**src/hdl/recovery_deploy_sequencer_assert.svh**
```systemverilog
// Assertion macros used by the recovery deploy sequencer core.
`ifndef RECOVERY_DEPLOY_SEQUENCER_ASSERT_SVH
`define RECOVERY_DEPLOY_SEQUENCER_ASSERT_SVH

// Antecedent in a cycle implies consequent in the same cycle.
`define RDS_ASSERT_IMPLIES(label, clk, rst_n, ante, cons, msg) \
    label: assert property (@(posedge clk) disable iff (!rst_n) (ante) |-> (cons)) \
        else $error(msg);

// Antecedent in a cycle implies consequent in the next cycle.
`define RDS_ASSERT_NEXT(label, clk, rst_n, ante, cons, msg) \
    label: assert property (@(posedge clk) disable iff (!rst_n) (ante) |=> (cons)) \
        else $error(msg);

`endif

```
**src/hdl/rds_pkg.sv**
```systemverilog
// Types and constants of the recovery deploy sequencer.
package rds_pkg;

    localparam int TIME_W   = 32;
    localparam int HEIGHT_W = 24;
    localparam int CFG_IDX_W  = 3;
    localparam int CFG_DATA_W = 32;
    localparam int S_TDATA_W  = 64;
    localparam int M_TDATA_W  = 32;

    // configuration register indexes
    localparam logic [CFG_IDX_W-1:0] REG_USE_HEIGHT     = 3'd0;
    localparam logic [CFG_IDX_W-1:0] REG_CMD_HEIGHT     = 3'd1;
    localparam logic [CFG_IDX_W-1:0] REG_USE_DELAY      = 3'd2;
    localparam logic [CFG_IDX_W-1:0] REG_CMD_DELAY      = 3'd3;
    localparam logic [CFG_IDX_W-1:0] REG_USE_MAX_TIME   = 3'd4;
    localparam logic [CFG_IDX_W-1:0] REG_MAX_TIME       = 3'd5;
    localparam logic [CFG_IDX_W-1:0] REG_IGNITION_TIME  = 3'd6;
    localparam logic [CFG_IDX_W-1:0] REG_EMERGENCY_DLY  = 3'd7;

    typedef struct packed {
        logic                       use_height;
        logic signed [HEIGHT_W-1:0] cmd_height;
        logic                       use_delay;
        logic [TIME_W-1:0]          cmd_delay_us;
        logic                       use_max_time;
        logic [TIME_W-1:0]          max_time_us;
        logic [TIME_W-1:0]          ignition_time_us;
        logic [TIME_W-1:0]          emergency_delay_us;
    } cfg_t;

    // one tick after the intake stage: mission time already resolved
    typedef struct packed {
        logic [TIME_W-1:0]          mission_t;
        logic                       apogee_seen;
        logic signed [HEIGHT_W-1:0] height;
        logic                       emergency;
    } tick_t;

    typedef struct packed {
        logic                       fire;
        logic                       apogee_latched;
        logic                       first_fire;
        logic                       pulse_complete;
        logic signed [HEIGHT_W-1:0] deployment_height;
    } result_t;

endpackage

```
**src/hdl/rds_cfg_regs.sv**
```systemverilog
// Configuration register file of the recovery deploy sequencer.
module rds_cfg_regs (
    input  logic                              aclk,
    input  logic                              aresetn,
    input  logic                              cfg_we,
    input  logic [rds_pkg::CFG_IDX_W-1:0]     cfg_index,
    input  logic [rds_pkg::CFG_DATA_W-1:0]    cfg_wdata,
    output rds_pkg::cfg_t                     cfg
);
    import rds_pkg::*;

    cfg_t cfg_reg;
    cfg_t cfg_next;

    always_comb begin
        cfg_next = cfg_reg;
        if (cfg_we) begin
            unique case (cfg_index)
                REG_USE_HEIGHT:    cfg_next.use_height         = cfg_wdata[0];
                REG_CMD_HEIGHT:    cfg_next.cmd_height         = cfg_wdata[HEIGHT_W-1:0];
                REG_USE_DELAY:     cfg_next.use_delay          = cfg_wdata[0];
                REG_CMD_DELAY:     cfg_next.cmd_delay_us       = cfg_wdata[TIME_W-1:0];
                REG_USE_MAX_TIME:  cfg_next.use_max_time       = cfg_wdata[0];
                REG_MAX_TIME:      cfg_next.max_time_us        = cfg_wdata[TIME_W-1:0];
                REG_IGNITION_TIME: cfg_next.ignition_time_us   = cfg_wdata[TIME_W-1:0];
                REG_EMERGENCY_DLY: cfg_next.emergency_delay_us = cfg_wdata[TIME_W-1:0];
                default: ;
            endcase
        end
    end

    always_ff @(posedge aclk) begin
        if (!aresetn) begin
            cfg_reg <= '0;
        end else begin
            cfg_reg <= cfg_next;
        end
    end

    assign cfg = cfg_reg;

endmodule

```
**src/hdl/rds_intake.sv**
```systemverilog
// Input register stage: captures a tick and resolves its mission time.
module rds_intake (
    input  logic                              aclk,
    input  logic                              aresetn,
    input  logic                              accept,
    input  logic                              advance,
    input  logic [rds_pkg::TIME_W-1:0]        now_us,
    input  logic                              liftoff,
    input  logic                              apogee_seen,
    input  logic signed [rds_pkg::HEIGHT_W-1:0] height,
    input  logic                              emergency,
    output logic                              stage_valid,
    output rds_pkg::tick_t                    stage
);
    import rds_pkg::*;

    logic              valid_reg;
    logic              valid_next;
    logic [TIME_W-1:0] mission_zero_reg;
    logic [TIME_W-1:0] mission_zero_next;
    tick_t             stage_reg;
    tick_t             stage_next;

    // mission clock restarts in arrival order, so it can move at capture
    always_comb begin
        mission_zero_next = mission_zero_reg;
        stage_next        = stage_reg;
        valid_next        = valid_reg;
        if (advance) begin
            valid_next = 1'b0;
        end
        if (accept) begin
            valid_next = 1'b1;
            if (liftoff) begin
                mission_zero_next = now_us;
            end
            stage_next.mission_t   = liftoff ? '0 : now_us - mission_zero_reg;
            stage_next.apogee_seen = apogee_seen;
            stage_next.height      = height;
            stage_next.emergency   = emergency;
        end
    end

    always_ff @(posedge aclk) begin
        if (!aresetn) begin
            valid_reg        <= 1'b0;
            mission_zero_reg <= '0;
        end else begin
            valid_reg        <= valid_next;
            mission_zero_reg <= mission_zero_next;
        end
    end

    always_ff @(posedge aclk) begin
        stage_reg <= stage_next;
    end

    assign stage_valid = valid_reg;
    assign stage       = stage_reg;

endmodule

```
**src/hdl/rds_core.sv**
```systemverilog
// Apogee latch, deployment gates, fire pulse and result register.
module rds_core (
    input  logic                aclk,
    input  logic                aresetn,
    input  logic                advance,
    input  logic                m_tready,
    input  rds_pkg::tick_t      stage,
    input  rds_pkg::cfg_t       cfg,
    output logic                m_valid,
    output rds_pkg::result_t    result
);
    import rds_pkg::*;
    `include "recovery_deploy_sequencer_assert.svh"

    logic                       apogee_flag_reg, apogee_flag_next;
    logic [TIME_W-1:0]          apogee_time_reg, apogee_time_next;
    logic                       height_gate_reg, height_gate_next;
    logic [TIME_W-1:0]          height_gate_time_reg, height_gate_time_next;
    logic                       delay_gate_reg, delay_gate_next;
    logic                       triggered_reg, triggered_next;
    logic [TIME_W-1:0]          trigger_time_reg, trigger_time_next;
    logic signed [HEIGHT_W-1:0] held_height_reg, held_height_next;
    logic                       fire_level_reg, fire_level_next;
    logic                       first_reported_reg, first_reported_next;
    logic                       fired_once_reg, fired_once_next;
    logic                       done_flag_reg, done_flag_next;
    logic                       m_valid_reg, m_valid_next;
    result_t                    result_reg, result_next;

    logic              eff_use_height;
    logic              eff_use_delay;
    logic [TIME_W-1:0] eff_delay;
    logic [TIME_W-1:0] t;
    logic              go;
    logic              first;

    always_comb begin
        t              = stage.mission_t;
        eff_use_height = !stage.emergency && cfg.use_height;
        eff_use_delay  = stage.emergency || cfg.use_delay;
        eff_delay      = stage.emergency ? cfg.emergency_delay_us : cfg.cmd_delay_us;

        apogee_flag_next      = apogee_flag_reg;
        apogee_time_next      = apogee_time_reg;
        height_gate_next      = height_gate_reg;
        height_gate_time_next = height_gate_time_reg;
        delay_gate_next       = delay_gate_reg;
        triggered_next        = triggered_reg;
        trigger_time_next     = trigger_time_reg;
        held_height_next      = held_height_reg;
        fire_level_next       = fire_level_reg;
        first_reported_next   = first_reported_reg;
        fired_once_next       = fired_once_reg;
        done_flag_next        = done_flag_reg;
        go                    = 1'b0;
        first                 = 1'b0;

        // apogee: report or max-time limit, latched once
        if (!apogee_flag_reg &&
            (stage.apogee_seen || (cfg.use_max_time && t >= cfg.max_time_us))) begin
            apogee_flag_next = 1'b1;
            apogee_time_next = t;
        end

        if (apogee_flag_next) begin
            if (eff_use_height && !height_gate_reg && stage.height <= cfg.cmd_height) begin
                height_gate_next      = 1'b1;
                height_gate_time_next = t;
            end
            if (eff_use_delay && !delay_gate_reg) begin
                if (eff_use_height) begin
                    delay_gate_next = height_gate_next &&
                                      t >= height_gate_time_next + eff_delay;
                end else begin
                    delay_gate_next = t >= apogee_time_next + eff_delay;
                end
            end
            go = (!eff_use_height && !eff_use_delay) ||
                 (eff_use_height && !eff_use_delay && height_gate_next) ||
                 (!eff_use_height && eff_use_delay && delay_gate_next) ||
                 (eff_use_height && eff_use_delay && height_gate_next && delay_gate_next);
            if (triggered_reg || go) begin
                if (!triggered_reg) begin
                    triggered_next    = 1'b1;
                    trigger_time_next = t;
                    held_height_next  = stage.height;
                end
                fire_level_next = (t - trigger_time_next) < cfg.ignition_time_us;
            end
        end

        if (fire_level_next && !first_reported_reg) begin
            first_reported_next = 1'b1;
            first               = 1'b1;
        end
        if (!fired_once_reg && fire_level_next) begin
            fired_once_next = 1'b1;
        end else if (fired_once_reg && !fire_level_next) begin
            done_flag_next = 1'b1;
        end

        result_next.fire              = fire_level_next;
        result_next.apogee_latched    = apogee_flag_next;
        result_next.first_fire        = first;
        result_next.pulse_complete    = done_flag_next;
        result_next.deployment_height = held_height_next;

        m_valid_next = advance ? 1'b1 : (m_tready ? 1'b0 : m_valid_reg);
    end

    always_ff @(posedge aclk) begin
        if (!aresetn) begin
            apogee_flag_reg      <= 1'b0;
            apogee_time_reg      <= '0;
            height_gate_reg      <= 1'b0;
            height_gate_time_reg <= '0;
            delay_gate_reg       <= 1'b0;
            triggered_reg        <= 1'b0;
            trigger_time_reg     <= '0;
            held_height_reg      <= '0;
            fire_level_reg       <= 1'b0;
            first_reported_reg   <= 1'b0;
            fired_once_reg       <= 1'b0;
            done_flag_reg        <= 1'b0;
            m_valid_reg          <= 1'b0;
        end else begin
            m_valid_reg <= m_valid_next;
            if (advance) begin
                apogee_flag_reg      <= apogee_flag_next;
                apogee_time_reg      <= apogee_time_next;
                height_gate_reg      <= height_gate_next;
                height_gate_time_reg <= height_gate_time_next;
                delay_gate_reg       <= delay_gate_next;
                triggered_reg        <= triggered_next;
                trigger_time_reg     <= trigger_time_next;
                held_height_reg      <= held_height_next;
                fire_level_reg       <= fire_level_next;
                first_reported_reg   <= first_reported_next;
                fired_once_reg       <= fired_once_next;
                done_flag_reg        <= done_flag_next;
            end
        end
    end

    always_ff @(posedge aclk) begin
        if (advance) begin
            result_reg <= result_next;
        end
    end

    assign m_valid = m_valid_reg;
    assign result  = result_reg;

    `RDS_ASSERT_IMPLIES(a_fire_needs_trigger, aclk, aresetn,
        fire_level_reg, triggered_reg && apogee_flag_reg,
        "fire asserted without trigger and apogee")
    `RDS_ASSERT_IMPLIES(a_done_after_fire, aclk, aresetn,
        done_flag_reg, fired_once_reg && first_reported_reg,
        "pulse complete without a prior fire")
    `RDS_ASSERT_NEXT(a_trigger_sticky, aclk, aresetn,
        triggered_reg, triggered_reg && apogee_flag_reg,
        "trigger or apogee latch dropped")
    `RDS_ASSERT_NEXT(a_state_moves_on_beat, aclk, aresetn,
        !advance, $stable(triggered_reg) && $stable(apogee_flag_reg),
        "sequencer state changed without a beat")

endmodule

```
**src/hdl/recovery_deploy_sequencer.sv**
```systemverilog
// Top level of the recovery deploy sequencer.
// One input beat is one control tick and yields exactly one result beat.
// A beat is accepted every cycle unless the result side stalls. A result is
// registered in the input register, then in the result register, and the state
// update for a tick happens as it passes between those two registers.
// Backpressure on the result side stalls the input register, which in turn
// holds s_axis_tready low. Configuration writes take effect on the next cycle.
module recovery_deploy_sequencer (
    input  logic                              aclk,
    input  logic                              aresetn,
    input  logic                              cfg_we,
    input  logic [rds_pkg::CFG_IDX_W-1:0]     cfg_index,
    input  logic [rds_pkg::CFG_DATA_W-1:0]    cfg_wdata,
    input  logic                              s_axis_tvalid,
    output logic                              s_axis_tready,
    // now_us[31:0], liftoff[32], apogee_seen[33], height[57:34], emergency[58]
    input  logic [rds_pkg::S_TDATA_W-1:0]     s_axis_tdata,
    output logic                              m_axis_tvalid,
    input  logic                              m_axis_tready,
    // fire[0], apogee_latched[1], first_fire[2], pulse_complete[3],
    // deployment_height[27:4]
    output logic [rds_pkg::M_TDATA_W-1:0]     m_axis_tdata
);
    import rds_pkg::*;

    cfg_t    cfg;
    tick_t   stage;
    result_t result;
    logic    stage_valid;
    logic    accept;
    logic    advance;

    assign advance       = stage_valid && (!m_axis_tvalid || m_axis_tready);
    assign s_axis_tready = !stage_valid || advance;
    assign accept        = s_axis_tvalid && s_axis_tready;

    rds_cfg_regs u_cfg_regs (
        .aclk      (aclk),
        .aresetn   (aresetn),
        .cfg_we    (cfg_we),
        .cfg_index (cfg_index),
        .cfg_wdata (cfg_wdata),
        .cfg       (cfg)
    );

    rds_intake u_intake (
        .aclk        (aclk),
        .aresetn     (aresetn),
        .accept      (accept),
        .advance     (advance),
        .now_us      (s_axis_tdata[31:0]),
        .liftoff     (s_axis_tdata[32]),
        .apogee_seen (s_axis_tdata[33]),
        .height      (s_axis_tdata[57:34]),
        .emergency   (s_axis_tdata[58]),
        .stage_valid (stage_valid),
        .stage       (stage)
    );

    rds_core u_core (
        .aclk     (aclk),
        .aresetn  (aresetn),
        .advance  (advance),
        .m_tready (m_axis_tready),
        .stage    (stage),
        .cfg      (cfg),
        .m_valid  (m_axis_tvalid),
        .result   (result)
    );

    assign m_axis_tdata = {4'b0000, result.deployment_height, result.pulse_complete,
                           result.first_fire, result.apogee_latched, result.fire};

endmodule

```
**config.mk**
```make
export PLATFORM = sky130hd
export DESIGN_NAME = recovery_deploy_sequencer
export DESIGN_NICKNAME = d
export VERILOG_FILES = /design/src/hdl/rds_pkg.sv /design/src/hdl/rds_cfg_regs.sv /design/src/hdl/rds_intake.sv /design/src/hdl/rds_core.sv /design/src/hdl/recovery_deploy_sequencer.sv
export VERILOG_INCLUDE_DIRS = /design/src /design/src/hdl
export SDC_FILE = /design/constraint.sdc
export NUM_CORES = 1
export LEC_CHECK = 0
export ABC_CLOCK_PERIOD_IN_PS = 14200
export BUFFER_PORTS_ARGS = -buffer_cell sky130_fd_sc_hd__buf_2
export CORE_MARGIN = 3
export CORE_UTILIZATION = 58
export DETAILED_ROUTE_END_ITERATION = 16
export GPL_ROUTABILITY_DRIVEN = 0
export PLACE_DENSITY = 0.73
export RECOVER_POWER = 100
export SETUP_SLACK_MARGIN = 0.15
export SLEW_MARGIN = 20
export SYNTH_ARGS = -nofsm -noshare
export SYNTH_HDL_FRONTEND = slang
export SYNTH_SLANG_ARGS = --single-unit
```
**constraint.sdc**
```tcl
create_clock -name aclk -period 14.2 [get_ports aclk]
set_input_delay 0 -clock aclk [delete_from_list [all_inputs] [get_ports aclk]]
set_output_delay 0 -clock aclk [all_outputs]
set_load 0.01 [all_outputs]
```
======== After elaboration in Yosys (flattened, before gate mapping) ========
Index checks and enable logic that the tools add are counted.
operators by class
  equality and inequality tests ........... 7
  muxes and demuxes ....................... 25
  magnitude comparators ................... 5
  div/mod/pow operators ................... 0
  reduce and logical (&&, ||, !) cells .... 55
  shift operators ......................... 0
  bitwise gates (word level) .............. 0
  $add $sub $neg .......................... 4
  multiply operators ...................... 0
operators by type and width
  kind                                                 count
  2-to-1 mux 32 bit                                    7
  greater-or-equal comparator 32 bit                   3
  2-to-1 mux 24 bit                                    3
  adder 32 bit                                         2
  subtractor 32 bit                                    2
  less-than comparator 32 bit                          1
  less-or-equal comparator 24 bit                      1
  AND reduction 2 bit                                  12
  logical AND 1 bit                                    20
  2-to-1 mux 1 bit                                     15
  equality test 3 bit, second input constant           4
  logical NOT 1 bit                                    11
  logical OR 1 bit                                     8
  equality test 3 x 2 -> 1 bit, second input constant  2
  nonzero test 2 bit                                   2
  equality test 3 x 1 -> 1 bit, second input constant  1
  logical NOT 3 bit                                    1
  AND reduction 3 bit                                  1
storage, ports and cells
  latch bits .............................. 0
  register bits ........................... 403
  bits in writable memories ............... 0
  ROM bits ................................ 0
  memories ................................ 0

======== Depth between registers and ports, before layout ========
Gate-level depths: netlist of the first run.
  depth in word-level cells ............... 26
  mapped depth ............................ 37
  depth with buffers taken out ............ 34

======== Modules after synthesis ========
Synthesis of the first run repeated with hierarchy kept, for this count alone.
second synthesis, totals
  cell total of the unflattened synthesis .. 2813
  area total of the unflattened synthesis .. 26127.6 µm²
by module, submodules not included
  module                     area each (µm²)  cells an instance  seq. area each (µm²)  times used
  rds_core                   15333.5          1734               3423.3                1
  rds_cfg_regs               5740.5           546                3103.0                1
  rds_intake                 4982.3           524                2402.3                1
  recovery_deploy_sequencer  71.3             9                  0.0                   1

======== Least setup slack after synthesis of the first run ========
OpenSTA, ideal clock, no wires.
  kind .................................... reg2reg
  start ................................... register u_intake.stage_reg, in the netlist u_intake.stage[37]
  end ..................................... register u_core.result_reg, in the netlist u_core.result[13], data pin
  cell stages (with the launch flop) ...... 32
  required time ........................... 13940 ps
  clock period less this slack ............ 7337 ps
  buffers on the path ..................... 2
  slack ................................... 6863 ps
  arrival ................................. 7077 ps
  cells stage by stage .................... edfxtp_1 ha_1 nand4_1 a21oi_1 nand4_1 o21ai_0 o211ai_1 and3_1 nor2_1 clkbuf_1 mux2_2 ha_1 a21o_1 a21o_1 a21oi_1 nor2_1 or4b_2 nor3_1 o31ai_1 a21o_1 a21oi_1 xnor2_1 ha_1 nand3_1 nor4_1 nand3_1 o311ai_0 or3_1 o211ai_1 nor2_2 buf_2 mux2_2
on the way
  cells in the longest elaborated chain, start to end .. 16
RTL lines
  item                                   RTL line          text
  from (decl)                            rds_intake.sv:21  tick_t stage_reg;
  from (signal assigned)                 rds_intake.sv:55  stage_reg <= stage_next;
  greater-or-equal comparator 32 bit *   rds_core.sv:60    (stage.apogee_seen || (cfg.use_max_time && t >= cfg.max_time_us))) begin
  logical AND 1 bit *                    rds_core.sv:60
  logical OR 1 bit *                     rds_core.sv:60
  logical AND 1 bit *                    rds_core.sv:59    if (!apogee_flag_reg &&
  2-to-1 mux 32 bit *                    rds_core.sv:59
  named net u_core.apogee_time_next[16]  rds_core.sv:16    logic [TIME_W-1:0] apogee_time_reg, apogee_time_next;
  adder 32 bit *                         rds_core.sv:75    delay_gate_next = t >= apogee_time_next + eff_delay;
  greater-or-equal comparator 32 bit *   rds_core.sv:75
  [... 2 more ...]                       -
  2-to-1 mux 1 bit *                     rds_core.sv:65    if (apogee_flag_next) begin
  logical AND 1 bit                      rds_core.sv:80    (!eff_use_height && eff_use_delay && delay_gate_next) ||
  logical OR 1 bit                       rds_core.sv:79    (eff_use_height && !eff_use_delay && height_gate_next) ||
  logical OR 1 bit *                     rds_core.sv:80
  logical OR 1 bit *                     rds_core.sv:82    if (triggered_reg || go) begin
  2-to-1 mux 24 bit *                    rds_core.sv:82
  2-to-1 mux 24 bit *                    rds_core.sv:65
  named net u_core.held_height_next[13]  rds_core.sv:22    logic signed [HEIGHT_W-1:0] held_height_reg, held_height_next;
  to (signal assigned)                   rds_core.sv:147   result_reg <= result_next;
  to (decl)                              rds_core.sv:28    result_t result_reg, result_next;
The timed path passes the listed nets; every way through them passes the cells marked *. The select of a mux whose other input is x is not followed.
A chain may end at the register's enable or synchronous reset.

======== Worst setup path in the final report of the first run ========
  start ................................... register u_intake.stage_reg, in the netlist u_intake.stage[37]
  end ..................................... register u_core.result_reg, in the netlist u_core.result[20], data pin
The elaborated chain is that of the path after synthesis.

==> results of run 1 <==
## worst max-delay path: cells and delay by family, from the launching register on
kind | cells | cell delay, ns
DFF | 1 | 0.58
and+or+nand+nor | 11 | 2.88
AOI/OAI and AO/OA | 13 | 3.76
buffers and inverters | 3 | 1.82
muxes | 2 | 0.82
adders and majority gates | 4 | 1.17
## what timing repair did
item	4_1_cts	5_1_grt
gates resized for setup	0	0
hold endpoints to repair	231	0
endpoints found under the setup margin	0	0
hold buffers	97	0
## cell usage in the layout (no fill, tap or decap), types with 55 or more instances in the layout
cell type,n
mux2i_1,75
dlygate4sd3_1,97
inv_1,162
mux2_2,117
nand2_1,476
clkbuf_1,57
buf_2,95
a21o_1,72
o21ai_0,83
ha_1,275
a21oi_1,331
nor2_1,237
xnor2_1,55
nor3_1,57
edfxtp_1,86
dfxtp_1,316
## metal layers
metal,GRT usage,vias up,routed length (um)
met2,0.494,736,31800
met5,0,-,0
met1,0.381,10500,29600
met3,0.0384,171,4370
li1,-,10700,-
met4,0.122,0,2770
## worst min-delay path by stage
stage | end | cells after the start | slack (ns) | from
after global routing | u_intake.stage[36] | 2 | 0.05 | s_axis_tdata[32]
after global placement | u_intake.stage[19] | 1 | 0.18 | s_axis_tdata[52]
after detailed placement | u_intake.stage[19] | 1 | 0.18 | s_axis_tdata[52]
after floorplan | u_intake.stage[0] | 0 | 0.1 | s_axis_tdata[58]
after CTS | u_intake.stage[44] | 2 | 0.002 | s_axis_tdata[32]
final | u_intake.stage[44] | 2 | 0.02 | s_axis_tdata[32]
## kinds of logic after synthesis
family	Yosys count	synth area share
multiplexers	194	0.0832
other	1	0.000149
AO/OA/AOI/OAI	680	0.165
XOR/XNOR	108	0.0377
flip-flops	403	0.355
adder cells (fa/ha/maj)	279	0.140
buffers and inverters	291	0.0447
AND/OR/NAND/NOR	994	0.174
## final cells by class
| cell class | count | share of cell area |
|---|---|---|
| clock buffers | 66 | 0.0452 |
| clock inverters | 17 | 0.00549 |
| inverters | 164 | 0.0216 |
| multi-input cells | 2259 | 0.530 |
| flip-flops and latches | 403 | 0.313 |
| well taps | 577 | 0.0253 |
| repair buffers | 245 | 0.0596 |
## power breakdown
part | switching (mW) | total [mW] | internal (mW)
sequential | 0.0549 | 1.28 | 1.23
clock | 0.483 | 1.15 | 0.667
combinational | 0.420 | 0.741 | 0.321
total | 0.958 | 3.18 | 2.22
## stage by stage
stage	cells	worst slack (ns)
after detailed placement	3550	4.29
after floorplan	2953	6.86
after global routing	3731	2.28
final	3731	2.85
after global placement	3550	4.54
after CTS	3730	4.23
==> metrics.md, run 1 <==
| Metric | Value |
|---|---|
| Critical Path End | `u_core.result[20]` |
| Crit path kind | `register to register` |
| Leak | `~11 nW` |
| Top cell type by total area after synthesis | `dfxtp_1` |
| Post-synth top cells | `nand2_1, a21oi_1, dfxtp_1` |
| Largest cells by area after synthesis | `dfxtp_1, ha_1, edfxtp_1` |
| Share of cells above drive strength 1 | `0.103` |
| Fmax | `0.0881 GHz` |
| DRC | `0` |
| Worst Tran Pin Value | `between 5 and 6 ns` |
| Core Area | `around 42000 sq um` |
| Clock latency on the worst-skew pair | `roughly 0.58 ns` |
| Reg2reg setup slack | `2.85 ns` |
| Post-route cell area | `28500 sq um` |
| Max incr delay on CP | `~1.5 ns` |
| Syn_area_per_cell | `between 8 and 9 sq um` |
| Clock-pin slew on the worst setup and hold paths | `about 0.060 ns` |
| Multi-input gate area | `15100 sq um` |
| Post-synthesis sequential area ratio | `0.355` |
| Fin Hold WS | `between 0.02 and 0.025 ns` |
| Top-count cell post-synth | `nand2_1` |
| CTS tree | `yes` |
| Die width | `around 210 um` |
| Ys flop type | `dfxtp_1` |
| Slew headroom | `-2.57` |
| Max-Cap Viols | `10` |
| FF/Latch Area | `~8900 sq um` |
| Failing checks | `capacitance limit, slew limit` |
| Post-Synthesis Cells | `around 3000` |
| Mapped Area | `around 25000 sq um` |
| Total Routing Usage GR | `0.293` |
| Slowest CP cell | `clkbuf_1` |
| Worst endpoint required time | `approximately 15 ns` |
| Initial DRC count | `around 1600` |
| Final setup TNS | `0 ns` |
| Dpl hpwl | `just under 50000 um` |
| R2R Path Start | `u_intake.stage[37]` |
| Root Buffer | `clkbuf_16` |
| TritonCTS Buffers | `45` |
| I/O pins | `roughly 140` |
| Synth warn | `0` |
| WP data arrival | `about 12 ns` |
| CTS H-tree depth | `2` |
| Antenna viol nets, final | `0` |
| Startpoint types | `register` |
| FF+latch count, synth | `403` |
| Tmin final | `between 10 and 15 ns` |
| Worst IR drop on VDD | `0.109 mV` |
| Critical Path Sink Type | `register` |
| Grt ovf | `0` |
| Hold crit path type | `primary input to register` |
| Worst R2R End | `u_core.result[20]` |
| Final hold viol count | `0` |
| Maximum number of pins on one net before global-route repair | `~150` |
| Max reg flops | `155` |
| Period utilisation layout | `0.799` |
| Final Max Slew Viols | `roughly 600` |
| RSZ-0062 raised after global routing | `false` |
| Crit path top cell by count | `o21ai_0` |
| DRT Wirelength | `between 60000 and 70000 um` |
| Clock buffer depth | `3` |
| Port bufs | `128` |
| Post-synth top area share | `0.253` |
| DP Area | `between 20000 and 30000 sq um` |
| Num Clock Sinks | `between 400 and 500` |
| Util after Layout | `0.674` |
| Cells on worst reg2reg path | `33` |
| Setup Skew | `~0.018 ns` |
| Pwr dens | `~110 nW/um^2` |
| Number of global-route vias before repair | `approximately 22000` |
| Initial core utilization | `0.594` |
| Final setup viols | `0` |
| Fillcell total | `roughly 3300` |
| Via/cell ratio | `between 5 and 6` |
| Setup bufs post-CTS | `0` |
| FFs w/ async S/R, synth | `0` |
| Area Growth Syn to Fin | `13.5%` |
| Row cnt | `between 70 and 80` |
| Routed via count | `about 22000` |
| Detailed Routing Iterations Pass 1 | `5` |
| Worst Setup SP | `u_intake.stage[37]` |
| Initial antenna violation count | `0` |
| NumNets Final | `3501` |
| Overall power | `between 3 and 4 mW` |
| ANT cells | `0` |
| Status | `finished, violations left` |
| Yosys cell types | `75` |
| Number of synthesized flops with an enable pin | `86` |
| Die ar. | `approximately 46000 sq um` |
| Wire per inst | `roughly 18 um` |
| First-pass GRT wire length | `about 110000 um` |
| Largest fanout on the critical path | `34` |
| Die height | `214 um` |
No activity file was read; power rests on OpenSTA's default activity.
==> inputs of run 2 (changes only) <==
Settings changed: ABC_CLOCK_PERIOD_IN_PS 14200 to 9300, CORE_UTILIZATION 58 to 56, PLACE_DENSITY 0.73 to 0.74.
Clock period 14.2 ns to 9.3 ns, I/O delays scaled along.
==> run 2 against run 1 <==
Compared with the run above: the run still ends with capacitance limit, slew limit left; utilization fell by 1.4 points; global-route usage rose by 0.42 points; total power rose by 54%; sequential share of layout area fell by 0.33 points; non-clock buffer count rose by 35; combinational power rose by 61%; clock power rose by 54%; flip-flop and latch count did not move; hold slack got worse by 0.0031 ns; register-to-register slack got worse by 2.1 ns; wire length rose by 5.0%.
==> metrics.md, run 2 (synthesized netlist as in run 1, its figures left out) <==
| Metric | Value |
|---|---|
| Post-Place Cells | `3594 (+1.2%)` |
| ANT cells | `0 (unchanged)` |
| Die ar. | `47400 sq um (+3.5%)` |
| Final setup TNS | `0 ns (unchanged)` |
| Grt ovf | `0 (unchanged)` |
| Max-Cap Viols | `6 (-4)` |
| Area Growth Syn to Fin | `14.7%` |
| Hold crit path type | `primary input to register` |
| Util after Layout | `0.660 (-0.0135)` |
| Clock latency on the worst-skew pair | `0.58 ns (about the same)` |
| Slowest CP cell | `edfxtp_1` |
| RSZ-0062 raised after global routing | `false` |
| Period utilisation layout | `0.923 (+0.124)` |
| I/O pins | `138 (unchanged)` |
| Cells on worst reg2reg path | `34 (+3.0%)` |
| Slew headroom | `-2.81 (-0.237)` |
| HP Start | `s_axis_tdata[32]` |
| Fillcell total | `3544 (+6.0%)` |
| Dpl hpwl | `52600 um (+6.3%)` |
| Die height | `218 um (+1.7%)` |
| Worst Hold Path EP | `u_intake.stage[47]` |
| Tmin final | `8.58 ns (-2.77 ns)` |
| Initial core utilization | `0.576 (-0.0180)` |
| Largest fanout on the critical path | `25 (-26%)` |
| First-pass GRT wire length | `113000 um (+1.4%)` |
| Num Clock Sinks | `403 (unchanged)` |
| Pwr dens | `170 nW/um^2 (+53%)` |
| Worst R2R End | `u_core.held_height_reg[4]` |
| Initial antenna violation count | `0 (unchanged)` |
| Wire length on met1 | `30100 um (+1.9%)` |
| FF/Latch Area | `8930 sq um (unchanged)` |
| TritonCTS Buffers | `45 (unchanged)` |
| Startpoint types | `register` |
| Max reg flops | `155 (unchanged)` |
| Overall power | `4.90 mW (+54%)` |
| Critical Path Sink Type | `register` |
| Fmax | `0.117 GHz (+32%)` |
| Via/cell ratio | `5.94 (+0.14%)` |
| DRT Wirelength | `71900 um (+5.0%)` |
| Setup Skew | `0.0124 ns (-0.00590 ns)` |
| CTS H-tree depth | `2 (unchanged)` |
| Final Max Slew Viols | `502 (-17%)` |
| NumNets Final | `3536 (+1.0%)` |
| R2R Path Start | `u_intake.stage[51]` |
| Non-Filler Instances | `3773 (+1.1%)` |
| Setup bufs post-CTS | `0 (unchanged)` |
| Clock buffer depth | `3 (unchanged)` |
| DR WL met3 | `6100 um (+40%)` |
| DRC | `0 (unchanged)` |
| Leak | `11.6 nW (+1.8%)` |
| Worst endpoint required time | `9.58 ns (-4.94 ns)` |
| Final setup viols | `0 (unchanged)` |
| Crit path kind | `register to register` |
| Antenna viol nets, final | `0 (unchanged)` |
| Wire per inst | `19.1 um (+3.9%)` |
| Routed via count | `22400 (+1.3%)` |
| Max incr delay on CP | `0.47 ns (-0.98 ns)` |
| Row cnt | `76 (+1.3%)` |
| WP data arrival | `8.86 ns (-2.81 ns)` |
| Total Routing Usage GR | `0.297 (+0.00418)` |
| Met2 wire len | `32800 um (+3.0%)` |
| Final worst slack | `0.719 ns (-2.13 ns)` |
| Reg2reg setup slack | `0.72 ns (-2.13 ns)` |
| DP Worst Slack | `0.751 ns (-3.54 ns)` |
| Multi-input gate area | `15100 sq um (about the same)` |
| Detailed Routing Iterations Pass 1 | `6 (+1)` |
| Port bufs | `128 (unchanged)` |
| Maximum number of pins on one net before global-route repair | `151 (+4.1%)` |
| Hold Path Cell Cnt | `3 (+1)` |
| Initial DRC count | `1811 (+13%)` |
| Most frequent cells in the layout | `nand2_1, a21oi_1, dfxtp_1` |
| Most common cell after layout, fill and taps aside | `nand2_1` |
| Failing checks | `capacitance limit, slew limit` |
| Root Buffer | `clkbuf_16` |
| Worst IR drop on VDD | `0.153 mV (+40%)` |
| Uppermost routed layer | `met4` |
| Die width | `218 um (+1.7%)` |
| Worst Tran Pin Value | `5.68 ns (+0.353 ns)` |
| Share of cells above drive strength 1 | `0.114 (+0.0111)` |
| Final hold viol count | `0 (unchanged)` |
| Core Area | `43600 sq um (+3.1%)` |
| CTS tree | `yes` |
| Number of global-route vias before repair | `21800 (-0.46%)` |
| Clock-pin slew on the worst setup and hold paths | `0.06 ns (about the same)` |
| Status | `finished, violations left` |
## run 2: cell count changes in the layout (fill, tap and decap cells not counted), sizes merged
cell,change
bufinv,+1
clkbuf,-5
buf,+34
clkinvlp,-3
clkinv,+7
## run 2: area by class of cell
type / count / area share
Multi-Input combinational cell: 2259 / 0.524
Clock buffer: 60 / 0.0435
Sequential cell: 403 / 0.310
Tap cell: 585 / 0.0254
Clock inverter: 22 / 0.00651
Inverter: 164 / 0.0214
Timing Repair Buffer: 280 / 0.0690
## run 2: timing repair
action                                 CTS  global route
hold buffers                            97             0
endpoints found under the hold margin  229             0
setup endpoints to repair                0             9
gates resized for setup                  0             3
## run 2: through the flow
step	hold slack, ns	instance area (sq um)
6_report	0.0201	28800
5_1_grt	0.0271	28800
4_1_cts	0.00341	28900
3_5_place_dp	0.178	26500
3_3_place_gp	0.177	26500
2_1_floorplan	0.0989	25100
## run 2: worst max-delay path by stage
stage                             from                   endpoint  slack [ns]  cells after the start
floorplan           u_intake.stage[37]          u_core.result[13]        1.96                     31
global placement    u_intake.stage[37]          u_core.result[25]        0.91                     33
detailed placement  u_intake.stage[37]          u_core.result[25]        0.75                     33
CTS                 u_intake.stage[37]          u_core.result[25]        0.74                     33
global route        u_intake.stage[51]  u_core.held_height_reg[4]        0.17                     33
finish              u_intake.stage[51]  u_core.held_height_reg[4]        0.72                     34
## run 2: power by group
part,switching (mW),internal [mW]
combinational,0.682,0.509
clock,0.744,1.03
sequential,0.0574,1.88
## run 2: layer usage
layer  GRT usage  vias to the layer above
li1            -                    10800
met3      0.0474                      197
met1       0.390                    10600
met4       0.121                        0
met2       0.490                      865
met5           0                        -
## run 2: worst max-delay path, delay by kind of cell (launching register included)
| kind | cells | cell delay [ns] |
|---|---|---|
| AO/OA/AOI/OAI | 15 | 3.64 |
| multiplexers | 2 | 0.49 |
| AND/OR/NAND/NOR | 10 | 2.07 |
| flip-flops | 1 | 0.47 |
| buffers and inverters | 3 | 0.53 |
| adder cells (fa/ha/maj) | 4 | 1.08 |
==> inputs of run 3 (changes only) <==
Settings changed: ABC_AREA from default to 1, CAP_MARGIN from default to 20, GPL_TIMING_DRIVEN from default to 0.
==> run 3 against run 2 <==
Compared with the run above: the run still ends with capacitance limit, slew limit left; fmax grew 1.9%; global-route usage increased by 0.34 points; synthesized cell count rose by 17%; first-iteration DRC count shrank 4.6%; setup slack gained 0.16 ns; register-to-register slack better by 0.16 ns; combinational power increased by 14%; clock power up 6%; utilization grew 0.066 points; critical path depth up 8; wire length rose by 0.92%; flip-flop and latch count is the same; critical endpoint is now u_core.triggered_reg.
==> metrics.md, run 3 <==
| Metric | Value |
|---|---|
| Most frequent cells in the layout | `o21ai_0, inv_1, nand2_1` |
| Tmin final | `8.42 ns (-0.163 ns)` |
| Pwr dens | `177 nW/um^2 (+4.3%)` |
| Maximum number of pins on one net before global-route repair | `37 (-75%)` |
| Wire per inst | `16.6 um (-13%)` |
| RSZ-0062 raised after global routing | `false` |
| Multi-input gate area | `14000 sq um (-7.1%)` |
| I/O pins | `138 (unchanged)` |
| Slew headroom | `-0.430 (+2.38)` |
| Critical Path Sink Type | `register` |
| Largest fanout on the critical path | `10 (-60%)` |
| Fin Hold WS | `0.0704 ns (+0.0503 ns)` |
| Status | `finished, violations left` |
| Total Routing Usage GR | `0.300 (+0.00340)` |
| Number of global-route vias before repair | `22900 (+5.3%)` |
| Max reg flops | `155 (unchanged)` |
| Initial antenna violation count | `3 (+3)` |
| Startpoint types | `register` |
| Setup bufs post-CTS | `0 (unchanged)` |
| Dpl hpwl | `55500 um (+5.6%)` |
| Post-synth top cells | `inv_1, nand2_1, o21ai_0` |
| CTS tree | `yes` |
| FF+latch count, synth | `403 (unchanged)` |
| Yosys cell types | `46 (-39%)` |
| Root Buffer | `clkbuf_16` |
| Crit path top cell by count | `nand2_1` |
| FFs w/ async S/R, synth | `0 (unchanged)` |
| TritonCTS Buffers | `44 (-2.2%)` |
| Max-Cap Viols | `2 (-4)` |
| Final setup viols | `0 (unchanged)` |
| CTS H-tree depth | `2 (unchanged)` |
| DP Worst Slack | `1.36 ns (+0.610 ns)` |
| Initial core utilization | `0.571 (-0.00459)` |
| ANT cells | `0 (unchanged)` |
| Ys flop type | `dfxtp_1` |
| Top cell type by total area after synthesis | `dfxtp_1` |
| Die height | `219 um (+0.56%)` |
| Antenna viol nets, final | `0 (unchanged)` |
| First-pass GRT wire length | `115000 um (+1.5%)` |
| Crit path kind | `register to register` |
| Mapped Area | `25400 sq um (+1.2%)` |
| Failing checks | `capacitance limit, slew limit` |
| Die width | `219 um (+0.56%)` |
| Clock-pin slew on the worst setup and hold paths | `0.06 ns (about the same)` |
| Non-Filler Instances | `4371 (+16%)` |
| Detailed Routing Iterations Pass 1 | `6 (unchanged)` |
| Share of cells above drive strength 1 | `0.0606 (-0.0533)` |
| GR Layer Usage met1 | `0.363 (-0.0272)` |
| Clock latency on the worst-skew pair | `0.60 ns (+0.02 ns)` |
| Largest cells by area after synthesis | `dfxtp_1, ha_1, edfxtp_1` |
| Worst Tran Pin Value | `2.15 ns (-3.54 ns)` |
| Hold crit path type | `primary input to register` |
| Max incr delay on CP | `0.53 ns (+0.06 ns)` |
| Clock buffer depth | `3 (unchanged)` |
| Number of synthesized flops with an enable pin | `86 (unchanged)` |
| DRT Wirelength | `72600 um (+0.92%)` |
| Via/cell ratio | `5.46 (-8.0%)` |
| Met3 Usage GRT | `0.0447 (-0.00265)` |
| Fillcell total | `4000 (+13%)` |
| FF/Latch Area | `8930 sq um (about the same)` |
| Setup Skew | `0.0285 ns (+0.0160 ns)` |
| Worst endpoint required time | `9.77 ns (+0.19 ns)` |
| Busiest grt layer | `met2` |
| Final Max Slew Viols | `66 (-87%)` |
| Period utilisation layout | `0.905 (-0.0176)` |
| Met2 Use GR | `0.516 (+0.0262)` |
| Area Growth Syn to Fin | `15.7%` |
| Grt ovf | `0 (unchanged)` |
| Final hold viol count | `0 (unchanged)` |
| Row cnt | `77 (+1.3%)` |
| Worst IR drop on VDD | `0.239 mV (+56%)` |
| Final worst slack | `0.882 ns (+0.163 ns)` |
| Post-Place Cells | `4174 (+16%)` |
| CTS resizes | `0 (unchanged)` |
| Most common cell after layout, fill and taps aside | `o21ai_0` |
| Die ar. | `48000 sq um (+1.1%)` |
| Fmax | `0.119 GHz (+1.9%)` |
| Syn_area_per_cell | `7.37 sq um (-13%)` |
| Top-count cell post-synth | `inv_1` |
| Post-synthesis sequential area ratio | `0.351 (-0.00409)` |
| NumNets Final | `4126 (+17%)` |
| Initial DRC count | `1728 (-4.6%)` |
| DRC | `0 (unchanged)` |
| Core Area | `44500 sq um (+2.0%)` |
| Leak | `12.9 nW (+12%)` |
| Slowest CP cell | `edfxtp_1` |
| Post-Synthesis Cells | `3450 (+17%)` |
| Final setup TNS | `0 ns (unchanged)` |
| Port bufs | `127 (-0.78%)` |
| Post-synth top area share | `0.250 (-0.00291)` |
| Synth warn | `0 (unchanged)` |
| Num Clock Sinks | `403 (unchanged)` |
| Routed via count | `23900 (+6.5%)` |
| WP data arrival | `8.88 ns (+0.02 ns)` |
[run 3: critical path, delay by kind of cell (launching register included)]
kind | cells | cell delay, ns
AO/OA/AOI/OAI | 9 | 1.72
XOR/XNOR | 1 | 0.11
adder cells (fa/ha/maj) | 4 | 1.23
buffers and inverters | 5 | 0.81
flip-flops | 1 | 0.53
AND/OR/NAND/NOR | 23 | 3.85
[run 3: final timing paths]
kind	from	end	slack, ns	cells past startpoint
worst min-delay path	cfg_we	u_cfg_regs.cfg[0]	0.07	5
worst max register to register	u_intake.stage[57]	u_core.triggered_reg	0.88	42
worst min register to register	u_cfg_regs.cfg[114]	u_cfg_regs.cfg[114]	0.45	2
worst max-delay path	u_intake.stage[57]	u_core.triggered_reg	0.88	42
[run 3: layer usage]
metal | wire [um] | up-vias
li1 | - | 12100
met1 | 29400 | 10700
met2 | 33600 | 782
met3 | 5270 | 225
met4 | 4310 | 0
met5 | 0 | -
[run 3: what timing repair did]
action	4_1_cts	5_1_grt
setup endpoints to repair	0	0
hold buffers	115	0
endpoints found under the hold margin	265	0
[run 3: area by class of cell]
type                       count  area share
buffer                       138      0.0205
sequential                   403       0.304
timing repair buffer         244      0.0594
clock buffer                  65      0.0436
inverter                     482      0.0616
clock inverter                17     0.00923
tap                          592      0.0252
multi-input combinational   2430       0.477
[run 3: through the flow]
stage | utilization | power [mW] | instance area (sq um)
global route | 0.661 | 5.51 | 29400
global placement | 0.602 | 3.29 | 26800
detailed placement | 0.603 | 3.32 | 26800
finish | 0.661 | 5.21 | 29400
CTS | 0.664 | 5.23 | 29600
floorplan | - | 2.96 | 25400
[run 3: cells by family after synthesis]
kind of cell	Yosys count	share of synthesized area
buf+inv	620	0.0953
other cells	1	0.000148
mux	1	0.000443
flops	403	0.351
simple gates	986	0.161
xor+xnor	91	0.0314
compound gates	1069	0.222
fa+ha+maj	279	0.139
[run 3: where the power goes]
| group | internal [mW] | total, mW | switching, mW | leakage (nW) |
|---|---|---|---|---|
| clock | 1.13 | 1.88 | 0.749 | 0.753 |
| sequential | 1.90 | 1.97 | 0.0729 | 3.44 |
| combinational | 0.516 | 1.36 | 0.845 | 8.75 |
| total | 3.55 | 5.21 | 1.67 | 12.9 |
